File: src/design/dkm_pkg.sv
// Shared types and constants of the k-mismatch DNA matcher.
package dkm_pkg;

	localparam int BASE_W = 2;
	localparam int IDX_W  = 8;
	localparam int LEN_W  = 9;
	localparam int LIM_W  = 8;
	localparam int POS_W  = 32;
	localparam int ERR_W  = 9;

	// Configuration port: data is as wide as the widest register.
	localparam int CFG_IDX_W  = 1;
	localparam int CFG_DATA_W = LEN_W;
	localparam logic [CFG_IDX_W-1:0] REG_PATTERN_LENGTH = 1'd0;
	localparam logic [CFG_IDX_W-1:0] REG_MISMATCH_LIMIT = 1'd1;

	// Input word kinds.
	localparam logic ACT_LOAD = 1'b0;
	localparam logic ACT_TEXT = 1'b1;

	typedef enum logic [1:0] {
		ST_IDLE,
		ST_ALIGN,
		ST_COMPARE,
		ST_DONE
	} seq_state_t;

	// Control broadcast from the sequencer to every cell of the row.
	typedef struct packed {
		logic              shift_text;
		logic              rot_win;
		logic              rot_pat;
		logic              load;
		logic [BASE_W-1:0] code;
	} cell_ctrl_t;

	typedef struct packed {
		logic              match_found;
		logic [POS_W-1:0]  end_position;
		logic [ERR_W-1:0]  mismatch_count;
		logic [POS_W-1:0]  occurrence_total;
	} out_word_t;

endpackage

File: src/design/dkm_if.sv
// Valid/ready channel interfaces for input words and result words.
interface dkm_in_if;
	import dkm_pkg::*;

	logic              valid;
	logic              ready;
	logic              action;
	logic [BASE_W-1:0] base_code;
	logic [IDX_W-1:0]  pattern_index;
	logic              text_start;

	modport source (output valid, output action, output base_code,
		output pattern_index, output text_start, input ready);
	modport sink (input valid, input action, input base_code,
		input pattern_index, input text_start, output ready);
endinterface

interface dkm_out_if;
	import dkm_pkg::*;

	logic             valid;
	logic             ready;
	logic             match_found;
	logic [POS_W-1:0] end_position;
	logic [ERR_W-1:0] mismatch_count;
	logic [POS_W-1:0] occurrence_total;

	modport source (output valid, output match_found, output end_position,
		output mismatch_count, output occurrence_total, input ready);
	modport sink (input valid, input match_found, input end_position,
		input mismatch_count, input occurrence_total, output ready);
endinterface

File: src/design/dkm_cell.sv
// One cell of the row: a pattern base and a text window base with neighbor links.
module dkm_cell (
	input  logic                               clk,
	input  dkm_pkg::cell_ctrl_t                ctrl,
	input  logic                               sel,
	input  logic [dkm_pkg::BASE_W-1:0]         win_below,
	input  logic [dkm_pkg::BASE_W-1:0]         win_above,
	input  logic [dkm_pkg::BASE_W-1:0]         pat_below,
	output logic [dkm_pkg::BASE_W-1:0]         win,
	output logic [dkm_pkg::BASE_W-1:0]         pat
);
	import dkm_pkg::*;

	logic [BASE_W-1:0] win_q;
	logic [BASE_W-1:0] pat_q;

	// Text bases move up the row on arrival; the scan rotates them back down.
	always_ff @(posedge clk) begin
		if (ctrl.shift_text) begin
			win_q <= win_below;
		end else if (ctrl.rot_win) begin
			win_q <= win_above;
		end
	end

	always_ff @(posedge clk) begin
		if (ctrl.load && sel) begin
			pat_q <= ctrl.code;
		end else if (ctrl.rot_pat) begin
			pat_q <= pat_below;
		end
	end

	assign win = win_q;
	assign pat = pat_q;

endmodule

File: src/design/dkm_seq.sv
// Scan sequencer: text counters, mismatch accumulation and the result register.
module dkm_seq #(
	parameter int MAX_PATTERN = 256
) (
	input  logic                              clk,
	input  logic                              arst_n,
	input  logic                              accept,
	input  logic                              action,
	input  logic [dkm_pkg::BASE_W-1:0]        base_code,
	input  logic [dkm_pkg::IDX_W-1:0]         pattern_index,
	input  logic                              text_start,
	input  logic [$clog2(MAX_PATTERN+1)-1:0]  m_eff,
	input  logic [dkm_pkg::LIM_W-1:0]         limit,
	input  logic                              mismatch,
	input  logic                              out_ready,
	output logic                              in_ready,
	output dkm_pkg::cell_ctrl_t               ctrl,
	output logic                              out_valid,
	output dkm_pkg::out_word_t                res
);
	import dkm_pkg::*;

	localparam int CNT_W = $clog2(MAX_PATTERN + 1);
	localparam logic [CNT_W-1:0] CNT_MAX  = CNT_W'(MAX_PATTERN);
	localparam logic [CNT_W-1:0] CNT_LAST = CNT_W'(MAX_PATTERN - 1);

	seq_state_t state_q, state_d;

	logic [CNT_W-1:0] cnt_q;
	logic [CNT_W-1:0] fill_q;
	logic [POS_W-1:0] bases_q;
	logic [POS_W-1:0] matches_q;
	logic [POS_W-1:0] pos_q;
	logic [ERR_W-1:0] errs_q;
	logic             out_valid_q;
	out_word_t        res_q;

	logic             text_acc;
	logic [CNT_W-1:0] fill_base;
	logic [CNT_W-1:0] fill_new;
	logic [POS_W-1:0] bases_base;
	logic [CNT_W-1:0] align_last;
	logic             compare_on;
	logic             hit;
	logic [POS_W-1:0] occ_next;
	logic             res_load;

	assign text_acc   = accept && (action == ACT_TEXT);
	assign fill_base  = text_start ? '0 : fill_q;
	assign fill_new   = (fill_base != CNT_MAX) ? fill_base + CNT_W'(1) : fill_base;
	assign bases_base = text_start ? '0 : bases_q;

	// The pattern ring is turned MAX_PATTERN - m + 1 places before the
	// compare pass so that the two rings meet with the right offset.
	assign align_last = CNT_MAX - m_eff;
	assign compare_on = (state_q == ST_COMPARE) && (cnt_q < m_eff);

	assign hit      = errs_q <= {1'b0, limit};
	assign occ_next = (hit && (matches_q != '1)) ? matches_q + POS_W'(1) : matches_q;
	assign res_load = (state_q == ST_DONE) && (!out_valid_q || out_ready);

	always_comb begin
		state_d = state_q;
		unique case (state_q)
			ST_IDLE: begin
				if (text_acc && (fill_new >= m_eff)) begin
					state_d = ST_ALIGN;
				end
			end
			ST_ALIGN: begin
				if (cnt_q == align_last) begin
					state_d = ST_COMPARE;
				end
			end
			ST_COMPARE: begin
				if (cnt_q == CNT_LAST) begin
					state_d = ST_DONE;
				end
			end
			ST_DONE: begin
				if (res_load) begin
					state_d = ST_IDLE;
				end
			end
			default: state_d = ST_IDLE;
		endcase
	end

	always_comb begin
		in_ready        = (state_q == ST_IDLE);
		ctrl.shift_text = text_acc;
		ctrl.load       = accept && (action == ACT_LOAD)
			&& (32'(pattern_index) < MAX_PATTERN);
		ctrl.code       = base_code;
		ctrl.rot_win    = (state_q == ST_COMPARE);
		ctrl.rot_pat    = (state_q == ST_ALIGN)
			|| ((state_q == ST_COMPARE) && ((cnt_q + CNT_W'(1)) < m_eff));
	end

	always_ff @(posedge clk or negedge arst_n) begin
		if (!arst_n) begin
			state_q <= ST_IDLE;
			cnt_q   <= '0;
		end else begin
			state_q <= state_d;
			if (state_q != state_d) begin
				cnt_q <= '0;
			end else if (state_q == ST_ALIGN || state_q == ST_COMPARE) begin
				cnt_q <= cnt_q + CNT_W'(1);
			end
		end
	end

	always_ff @(posedge clk or negedge arst_n) begin
		if (!arst_n) begin
			fill_q    <= '0;
			bases_q   <= '0;
			matches_q <= '0;
		end else begin
			if (text_acc) begin
				fill_q  <= fill_new;
				bases_q <= bases_base + POS_W'(1);
				if (text_start) begin
					matches_q <= '0;
				end
			end else if (res_load) begin
				matches_q <= occ_next;
			end
		end
	end

	always_ff @(posedge clk) begin
		if (text_acc) begin
			pos_q  <= bases_base;
			errs_q <= '0;
		end else if (compare_on && mismatch && hit) begin
			errs_q <= errs_q + ERR_W'(1);
		end
	end

	always_ff @(posedge clk or negedge arst_n) begin
		if (!arst_n) begin
			out_valid_q <= 1'b0;
		end else if (res_load) begin
			out_valid_q <= 1'b1;
		end else if (out_ready) begin
			out_valid_q <= 1'b0;
		end
	end

	always_ff @(posedge clk) begin
		if (res_load) begin
			res_q.match_found      <= hit;
			res_q.end_position     <= pos_q;
			res_q.mismatch_count   <= errs_q;
			res_q.occurrence_total <= occ_next;
		end
	end

	assign out_valid = out_valid_q;
	assign res       = res_q;

endmodule

File: src/design/dna_k_mismatch_matcher_core.sv
// Top level of the k-mismatch DNA matcher: configuration, cell row and sequencer.
// A pattern load, or a text word that does not yet close a full window, keeps ready up.
// A text word closing a window of m bases holds the input while the pattern ring and
// the window ring rotate through cell zero, until the result word is written into an
// output register, where it waits.
// Reset clears the counters, the fill count and the state; the stores are undefined.
module dna_k_mismatch_matcher_core #(
	parameter int MAX_PATTERN = 256
) (
	input  logic                                 clk,
	input  logic                                 arst_n,
	dkm_in_if.sink                               item,
	dkm_out_if.source                            result,
	input  logic                                 cfg_wr_en,
	input  logic [dkm_pkg::CFG_IDX_W-1:0]        cfg_index,
	input  logic [dkm_pkg::CFG_DATA_W-1:0]       cfg_data
);
	import dkm_pkg::*;

	localparam int CNT_W = $clog2(MAX_PATTERN + 1);

	// Configuration registers (no guard in the block): the user must see they are written
	// only while the block is idle, so the scan sees stable values for the whole of a word.
	logic [LEN_W-1:0] len_q;
	logic [LIM_W-1:0] limit_q;

	always_ff @(posedge clk or negedge arst_n) begin
		if (!arst_n) begin
			len_q   <= LEN_W'(1);
			limit_q <= '0;
		end else if (cfg_wr_en) begin
			unique case (cfg_index)
				REG_PATTERN_LENGTH: len_q   <= cfg_data;
				REG_MISMATCH_LIMIT: limit_q <= cfg_data[LIM_W-1:0];
				default: ;
			endcase
		end
	end

	// Effective pattern length: zero acts as one, and anything past the
	// row length is clipped to the row length.
	logic [CNT_W-1:0] m_eff;

	always_comb begin
		if (len_q == '0) begin
			m_eff = CNT_W'(1);
		end else if (32'(len_q) > MAX_PATTERN) begin
			m_eff = CNT_W'(MAX_PATTERN);
		end else begin
			m_eff = CNT_W'(len_q);
		end
	end

	// The row of cells. Cell j of the window holds the base j places back
	// once the word has been taken; a scan rotates the window down the row
	// one place per cycle and the pattern up the row, so that cell zero
	// sees each aligned pair of bases in turn and both rings end where
	// they started.
	cell_ctrl_t        ctrl;
	logic              accept;
	logic              mismatch;
	logic [BASE_W-1:0] win [MAX_PATTERN];
	logic [BASE_W-1:0] pat [MAX_PATTERN];

	assign accept   = item.valid && item.ready;
	assign mismatch = (win[0] != pat[0]);

	for (genvar j = 0; j < MAX_PATTERN; j++) begin : g_row
		localparam int UP   = (j + 1) % MAX_PATTERN;
		localparam int DOWN = (j + MAX_PATTERN - 1) % MAX_PATTERN;

		logic              sel;
		logic [BASE_W-1:0] win_below;

		// Pattern loads write the one cell whose place matches the index.
		assign sel       = (32'(item.pattern_index) == 32'(j));
		assign win_below = (j == 0) ? ctrl.code : win[DOWN];

		dkm_cell u_cell (
			.clk       (clk),
			.ctrl      (ctrl),
			.sel       (sel),
			.win_below (win_below),
			.win_above (win[UP]),
			.pat_below (pat[DOWN]),
			.win       (win[j]),
			.pat       (pat[j])
		);
	end

	// Sequencer: text position and occurrence counters, the scan phases and
	// the result register that parts the scan from the output channel.
	out_word_t res;

	dkm_seq #(
		.MAX_PATTERN (MAX_PATTERN)
	) u_seq (
		.clk           (clk),
		.arst_n        (arst_n),
		.accept        (accept),
		.action        (item.action),
		.base_code     (item.base_code),
		.pattern_index (item.pattern_index),
		.text_start    (item.text_start),
		.m_eff         (m_eff),
		.limit         (limit_q),
		.mismatch      (mismatch),
		.out_ready     (result.ready),
		.in_ready      (item.ready),
		.ctrl          (ctrl),
		.out_valid     (result.valid),
		.res           (res)
	);

	assign result.match_found      = res.match_found;
	assign result.end_position     = res.end_position;
	assign result.mismatch_count   = res.mismatch_count;
	assign result.occurrence_total = res.occurrence_total;

`ifndef SYNTHESIS
	// A result word only shows up after a scan during which input was held off.
	a_result_after_scan: assert property (@(posedge clk) disable iff (!arst_n)
		$rose(result.valid) |-> $past(!item.ready))
		else $error("result word appeared without a preceding scan");

	// A pattern load never starts a scan.
	a_load_stays_free: assert property (@(posedge clk) disable iff (!arst_n)
		(item.valid && item.ready && (item.action == ACT_LOAD)) |=> item.ready)
		else $error("pattern load left the block busy");

	// The match flag agrees with the saturated mismatch count and the limit.
	a_count_vs_flag: assert property (@(posedge clk) disable iff (!arst_n)
		result.valid |-> ((result.match_found == (result.mismatch_count <= {1'b0, limit_q}))
			&& (result.mismatch_count <= ({1'b0, limit_q} + ERR_W'(1)))))
		else $error("match flag or mismatch count out of line with the limit");
`endif

endmodule

File: src/flat_wrapper.sv
// flat-port wrapper written by rule: the top's interface ports become plain ports
module dna_k_mismatch_matcher_core_flat import dkm_pkg::*;
#(
	parameter int MAX_PATTERN = 256
)
  (clk, arst_n, cfg_wr_en, cfg_index, cfg_data, item_valid, item_action, item_base_code, item_pattern_index, item_text_start, item_ready, result_valid, result_match_found, result_end_position, result_mismatch_count, result_occurrence_total, result_ready);
  dkm_in_if item_i ();
  dkm_out_if result_i ();
  input  logic clk;
  input  logic arst_n;
  input  logic cfg_wr_en;
  input  logic [dkm_pkg::CFG_IDX_W-1:0] cfg_index;
  input  logic [dkm_pkg::CFG_DATA_W-1:0] cfg_data;
  input wire logic [$bits(item_i.valid)-1:0] item_valid;
  input wire logic [$bits(item_i.action)-1:0] item_action;
  input wire logic [$bits(item_i.base_code)-1:0] item_base_code;
  input wire logic [$bits(item_i.pattern_index)-1:0] item_pattern_index;
  input wire logic [$bits(item_i.text_start)-1:0] item_text_start;
  output wire logic [$bits(item_i.ready)-1:0] item_ready;
  output wire logic [$bits(result_i.valid)-1:0] result_valid;
  output wire logic [$bits(result_i.match_found)-1:0] result_match_found;
  output wire logic [$bits(result_i.end_position)-1:0] result_end_position;
  output wire logic [$bits(result_i.mismatch_count)-1:0] result_mismatch_count;
  output wire logic [$bits(result_i.occurrence_total)-1:0] result_occurrence_total;
  input wire logic [$bits(result_i.ready)-1:0] result_ready;
  assign item_i.valid = item_valid;
  assign item_i.action = item_action;
  assign item_i.base_code = item_base_code;
  assign item_i.pattern_index = item_pattern_index;
  assign item_i.text_start = item_text_start;
  assign item_ready = item_i.ready;
  assign result_valid = result_i.valid;
  assign result_match_found = result_i.match_found;
  assign result_end_position = result_i.end_position;
  assign result_mismatch_count = result_i.mismatch_count;
  assign result_occurrence_total = result_i.occurrence_total;
  assign result_i.ready = result_ready;
  dna_k_mismatch_matcher_core #(.MAX_PATTERN(MAX_PATTERN)) u_core (.clk(clk), .arst_n(arst_n), .item(item_i), .result(result_i), .cfg_wr_en(cfg_wr_en), .cfg_index(cfg_index), .cfg_data(cfg_data));
endmodule
File: config.mk
export PLATFORM = sky130hd
export DESIGN_NAME = dna_k_mismatch_matcher_core_flat
export DESIGN_NICKNAME = d
export VERILOG_FILES = /design/src/design/dkm_pkg.sv /design/src/design/dkm_if.sv /design/src/design/dkm_cell.sv /design/src/design/dkm_seq.sv /design/src/design/dna_k_mismatch_matcher_core.sv /design/src/flat_wrapper.sv
export SDC_FILE = /design/constraint.sdc
export NUM_CORES = 2
export LEC_CHECK = 0
export BUFFER_PORTS_ARGS = -buffer_cell sky130_fd_sc_hd__buf_4
export CORE_MARGIN = 2
export CORE_UTILIZATION = 35
export CTS_CLUSTER_DIAMETER = 80
export CTS_CLUSTER_SIZE = 24
export DETAILED_ROUTE_END_ITERATION = 8
export PLACE_DENSITY = 0.55
export SETUP_SLACK_MARGIN = 0.1
export SLEW_MARGIN = 30
export SYNTH_ARGS = -nofsm -noshare
export SYNTH_HDL_FRONTEND = slang
export SYNTH_SLANG_ARGS = --single-unit
File: constraint.sdc
create_clock -name clk -period 21.6 [get_ports clk]
set_input_delay 3.24 -clock clk [delete_from_list [all_inputs] [get_ports clk]]
set_output_delay 3.24 -clock clk [all_outputs]
set_load 0.01 [all_outputs]
* Word-level counts from Yosys, hierarchy flattened
Cells that the tools add are included.
** Operators by class
- Add/subtract/negate cells :: 6
- $mul :: 0
- Divide/modulo/power cells :: 0
- Order comparisons :: 5
- Equality and inequality tests :: 265
- Shift operators :: 0
- Muxes and demuxes :: 1042
- Bitwise operators :: 2
- Reduce and logical (&&, ||, !) cells :: 536
** Operators by type and width (number)
- $mux 2 :: 1028
- $eq 8x8->1 const B :: 128
- $reduce_bool 2->1 :: 260
- $eq 8x7->1 const B :: 64
- $logic_and 1x1->1 :: 266
- $eq 8x6->1 const B :: 32
- $mux 32 :: 5
- $eq 8x5->1 const B :: 16
- $add 32x1->32 const B :: 2
- $eq 8x4->1 const B :: 8
- $mux 9 :: 6
- $eq 8x3->1 const B :: 4
- $ne 32x32->1 const B :: 1
- $add 9x1->9 const B :: 3
- $lt 9x9->1 :: 2
- $eq 8x2->1 const B :: 2
- $eq 9x8->1 const B :: 1
- $eq 9x9->1 :: 1
- $ge 9x9->1 :: 1
- $gt 9x9->1 const B :: 1
- $le 9x8->1 :: 1
- $logic_not 9->1 :: 1
- $ne 9x9->1 const B :: 1
- $sub 9x9->9 const A :: 1
- other kinds (13) :: 21
** Word-level totals
- Flip-flop bits (word level) :: 1241
- Bits in latches :: 0
- RAM bits :: 0
- Memory bits (read-only) :: 0
- Input port bits :: 27
- Output and inout bits :: 76
- Logic and storage cells :: 2382
- Memories :: 0

* Logic depth before layout (Yosys ltp)
- Depth in word-level cells :: 9
- Mapped depth :: 18
- Depth with buffers taken out :: 16

* Hierarchy
Synthesis repeated with hierarchy kept, for this count alone.
** Unflattened totals
- Cells, all modules :: 4164
- Area, all modules :: 62065.8 um^2
** Modules (own cells, without submodules)
- dkm_cell :: times used 256, cells each 11, area an instance 192.7 um^2, sequential area each 120.1 um^2
- dkm_seq :: times used 1, cells each 944, area an instance 10182.3 um^2, sequential area each 5490.3 um^2
- dna_k_mismatch_matcher_core :: times used 1, cells each 404, area an instance 2556.2 um^2, sequential area each 426.7 um^2

* Worst setup path after synthesis
Ideal clock, no wire load.
- Kind :: input-to-reg
- Start :: input item_valid
- End :: register u_core.g_row[0].u_cell.win_q[0], enable pin
- Setup time :: 971 ps
- Data arrival time :: 15302 ps
- Data required time :: 20629 ps
- Path slack :: 5327 ps
- Stages on the path :: 4
- Path buffers :: 2
- Cells stage by stage :: nand3_1 clkbuf_1 clkbuf_1 nand2b_1
** Between the ends
- Cells in the longest elaborated chain, start to end :: 3
** RTL lines
- start: declaration :: RTL line flat_wrapper.sv:14 : input wire logic [$bits(item_i.valid)-1:0] item_valid;
- $logic_and 1x1->1 :: RTL line dna_k_mismatch_matcher_core.sv:65 : assign accept = item.valid && item.ready;
- $logic_and 1x1->1 :: RTL line dkm_seq.sv:48 : assign text_acc = accept && (action == ACT_TEXT);
- $reduce_bool 2->1 (no source line)
- end signal: assignment :: RTL line dkm_cell.sv:20 : win_q <= win_below;
- end signal: assignment :: RTL line dkm_cell.sv:22 : win_q <= win_above;
- end: declaration :: RTL line dkm_cell.sv:14 : logic [BASE_W-1:0] win_q;
Every way passes these cells.
A chain may end at the register's enable or synchronous reset.

* Final worst setup path
- Start :: input item_text_start
- End :: register u_core.u_seq.cnt_q[3]
** Between the ends
- Cells in the longest elaborated chain, start to end :: 9
- Elaborated cells between the ends (all ways) :: 11
- Those cells by class :: add/sub: 1; order compare: 1; eq/ne: 2; mux: 5; reduce/logical: 2
** RTL lines
- start: declaration :: RTL line flat_wrapper.sv:18 : input wire logic [$bits(item_i.text_start)-1:0] item_text_start;
- $mux 9 (*) :: RTL line dkm_seq.sv:49 : assign fill_base = text_start ? '0 : fill_q;
- $add 9x1->9 or $ne 9x9->1 (tied branches) :: RTL line dkm_seq.sv:50 : assign fill_new = (fill_base != CNT_MAX) ? fill_base + CNT_W'(1) : fill_base;
- $mux 9 (*) :: RTL line dkm_seq.sv:50
- net u_core.u_seq.fill_new[4] :: RTL line dkm_seq.sv:40 : logic [CNT_W-1:0] fill_new;
- $ge 9x9->1 (*) :: RTL line dkm_seq.sv:66 : if (text_acc && (fill_new >= m_eff)) begin
- $logic_and 1x1->1 (*) :: RTL line dkm_seq.sv:66
- $mux 2 (*) :: RTL line dkm_seq.sv:66
- $pmux 2 s4 (*) :: RTL line dkm_seq.sv:64 : unique case (state_q)
- $ne 2x2->1 (*) :: RTL line dkm_seq.sv:106 : if (state_q != state_d) begin
- $mux 9 or $reduce_bool 2->1 (tied branches)
- end signal: assignment :: RTL line dkm_seq.sv:109 : cnt_q <= cnt_q + CNT_W'(1);
- end: declaration :: RTL line dkm_seq.sv:29 : logic [CNT_W-1:0] cnt_q;
Mark *: on every way through the listed nets, which the timed path passes. The rest lies on a longest branch.

==> impl_results.md <==
- Outcome: completed
- CP endpoint kind: register
- Initial core utilization: 35.2%
- Syn Nets: 5004
- Primary FF master, synth: edfxtp_1
- Endpoints failing hold: 0
- Synthesized area per cell: roughly 12 um^2
- CP peak stage delay: roughly 0.58 ns
- Clk sink count: 1241
- H-tree depth: 2
- Total GRT Usage: approximately 14%
- PD cells: ~100 nW/um^2
- Grt ovf: 0
- Peak supply drop: roughly 0.062 mV
- Mapped Cells: 4930
- Die Ht: 408 um
- Mapped cell area: 57200 um^2
- Warning count from the yosys run: 0
- Post-synth ARST share: 8.22%
- Max Slew Vio Count: 0
- Initial antenna violation count: 0
- Core area: 162000 um^2
- Via Count: 35100
- Final setup margin: 15.20 ns
- Post-DP HPWL: roughly 67000 um
- Slew @ Worst Pin: 1.15 ns
- Max Clk Rate: 0.156 GHz
- Final Instance Area: 61800 um^2
- Largest net degree at the start of global routing: between 150 and 200
- WP data required: 22.25 ns
- # placed instances: just under 7000
- Post-Place Cell Area: 59900 um^2
- Hold Crit Class: register to register
- Root buf cell: clkbuf_16
- Vias in the first global route: 34300
- Post-CTS setup repair buffer count: 0
- Post-route DRC: 0
- Fin util: 38.1%
- Critical path startpoint category: input pin
- CTS Buffer Depth: 3
- Critical Path AT: 7.05 ns
- Place WS: approximately 14 ns
- Average routed wire per standard cell: between 15 and 20 um
- Post-synth EDFFs: 1130
- RSZ-0062 raised after global routing: false
- Total CTS buffers: 61
- Vias per inst: around 5
- Crit-path cells: buf_4, nor2b_1, inv_1, ha_1, nand4_1, and2_1, nand3_1, xor2_1, nor2_1, ha_1, a21o_1, a2111oi_0, o21a_1, o21ai_0, o21ai_0, o2111ai_2, nor2_1
- Syn-to-layout area delta: 8.08%
- Slew HR: 23.3%
- Layout cells sized above 1: approximately 16%
- Diodes inserted: 0
- Multi-input gate area: 19400 um^2
- Crit path max fanout: 80
- CTS tree: built
- Num rows: 148
- Commonest cells after routing, fill and taps aside: nand2_1, edfxtp_1, mux2_2, nor2_1, nand3b_1
- FILL cells: 15800
- Most common cell after layout, fill and taps aside: nand2_1
- First DRT Iteration DRCs: 3095
- Max Cap Viol: 0
- Port bufs: 102
- TritonRoute pass-1 iters: 6
- Synth cell types: slightly below 70
- Final Cycle Share: 29.6%
- Sequential area share after synthesis: between 60% and 70%
- Reg clk slew, reported paths: 0.10 ns
- Worst Skew: 0.0437 ns
- GPL Wtd Cong: between 0.7 and 0.8
- Die X: slightly above 400 um
- Critical-path top delay cell: buf_4
- Seq. cell area: 36700 um^2
- Min Tclk post-route: 6.40 ns
- Die Area: 167000 um^2
- Layout Nets: 4904
- Clock Latency Late Sink: about 0.71 ns
- Io pins: 103
- Drt total wl: approximately 120000 um
- Routed Antenna Nets: 0
- Cts hold-fix bufs: 0
- Final setup vio count: 0
- Synthesized flop and latch total: 1241
- Non-filler cells, final: 7037
- First-pass GRT wire length: 189000 um
- LEAKAGE: 23.3 nW
- Post-CTS Resized: 0
- Setup_tns: 0 ns
- Worst setup path class: input pin to register
## cell families (layout without fill, tap and decap cells)
family          after synthesis  after routing  share of synthesized area, %
fa+ha+maj                    47             47                          1.03
simple gates               2504           2504                          18.7
compound gates              192            192                          2.18
mux                         539            539                          10.6
xor+xnor                     72             72                          1.10
buf+inv                     335            267                          2.24
flops                      1241           1241                          64.1
## flip-flops by register name (all words and copies together) (netlist names)
register,flops
u_core.g_row.u_cell.pat,512
u_core.g_row.u_cell.win,512
u_core.u_seq.res,74
u_core.u_seq.bases_q,32
u_core.u_seq.matches_q,32
u_core.u_seq.pos_q,32
u_core.len_q,9
u_core.u_seq.cnt_q,9
u_core.u_seq.errs_q,9
u_core.u_seq.fill_q,9
u_core.limit_q,8
u_core.u_seq.state_q,2
u_core.u_seq.out_valid,1
## cell type report
class	instances	area share (%)
Sequential cell	1241	59.3
Multi-Input combinational cell	3354	31.3
Tap cell	2175	4.40
Clock buffer	82	2.65
Timing Repair Buffer	138	1.84
Inverter	34	0.227
Clock inverter	13	0.225
## through the flow
step	hold WS [ns]	power, mW
after floorplan	0.400	4.73
after global placement	0.401	4.97
after detailed placement	0.405	5.00
after CTS	0.428	6.35
after global routing	0.430	6.61
final	0.425	6.27
## per-layer routing
| layer | up-vias | track usage, % | wire, um |
|---|---|---|---|
| li1 | 17000 | - | - |
| met1 | 17400 | 20.0 | 56600 |
| met2 | 630 | 21.7 | 53200 |
| met3 | 119 | 1.94 | 5360 |
| met4 | 0 | 3.17 | 2400 |
| met5 | - | 0 | 0 |
## cells in the mapped netlist, types with 9 or more instances
cell	count	area, um^2
a31oi_1	27	169
and3_1	21	131
or3_1	10	62.6
inv_1	34	128
dfrtp_1	101	2530
dfxtp_1	9	180
clkbuf_1	276	1040
a21o_1	10	75.1
nand3b_1	164	1230
nand3_1	140	701
nand2b_1	18	113
nor3_1	27	135
nor4_1	15	93.8
xor2_1	37	324
xnor2_1	35	307
buf_1	10	37.5
o21ai_0	62	310
a21oi_1	25	125
nor2b_1	46	288
nand4_1	24	150
ha_1	47	588
buf_2	13	65.1
nand2_1	1766	6630
mux2_2	529	5960
edfxtp_1	1130	33900
nor2_1	244	916
mux2i_1	10	100
o31ai_1	17	128
## worst max-delay path: cells and delay by family
kind,cells,cell delay (ns)
compound gates,6,1.56
xor+xnor,1,0.20
simple gates,6,0.89
fa+ha+maj,2,0.45
buf+inv,2,0.68
## final timing paths
check                                        from                         endpoint  slack (ns)  depth (start not counted)
max                               item_text_start            u_core.u_seq.cnt_q[3]       15.20                         17
min                        u_core.u_seq.pos_q[22]             u_core.u_seq.res[63]        0.43                          0
max reg2reg                 u_core.u_seq.cnt_q[0]  u_core.g_row[120].u_cell.pat[1]       16.53                         13
min reg2reg                u_core.u_seq.pos_q[22]             u_core.u_seq.res[63]        0.43                          0
max in group asynchronous                  arst_n       u_core.u_seq.matches_q[22]       18.07                          2
min in group asynchronous                  arst_n         u_core.u_seq.bases_q[17]        2.50                          1
## where the power goes
group / total [mW] / internal, mW / switching, mW
Clock: 1.32 / 0.541 / 0.778
Sequential: 3.81 / 3.56 / 0.245
Combinational: 1.14 / 0.519 / 0.622
Total: 6.27 / 4.62 / 1.65
(Power assumes the default switching activity.)
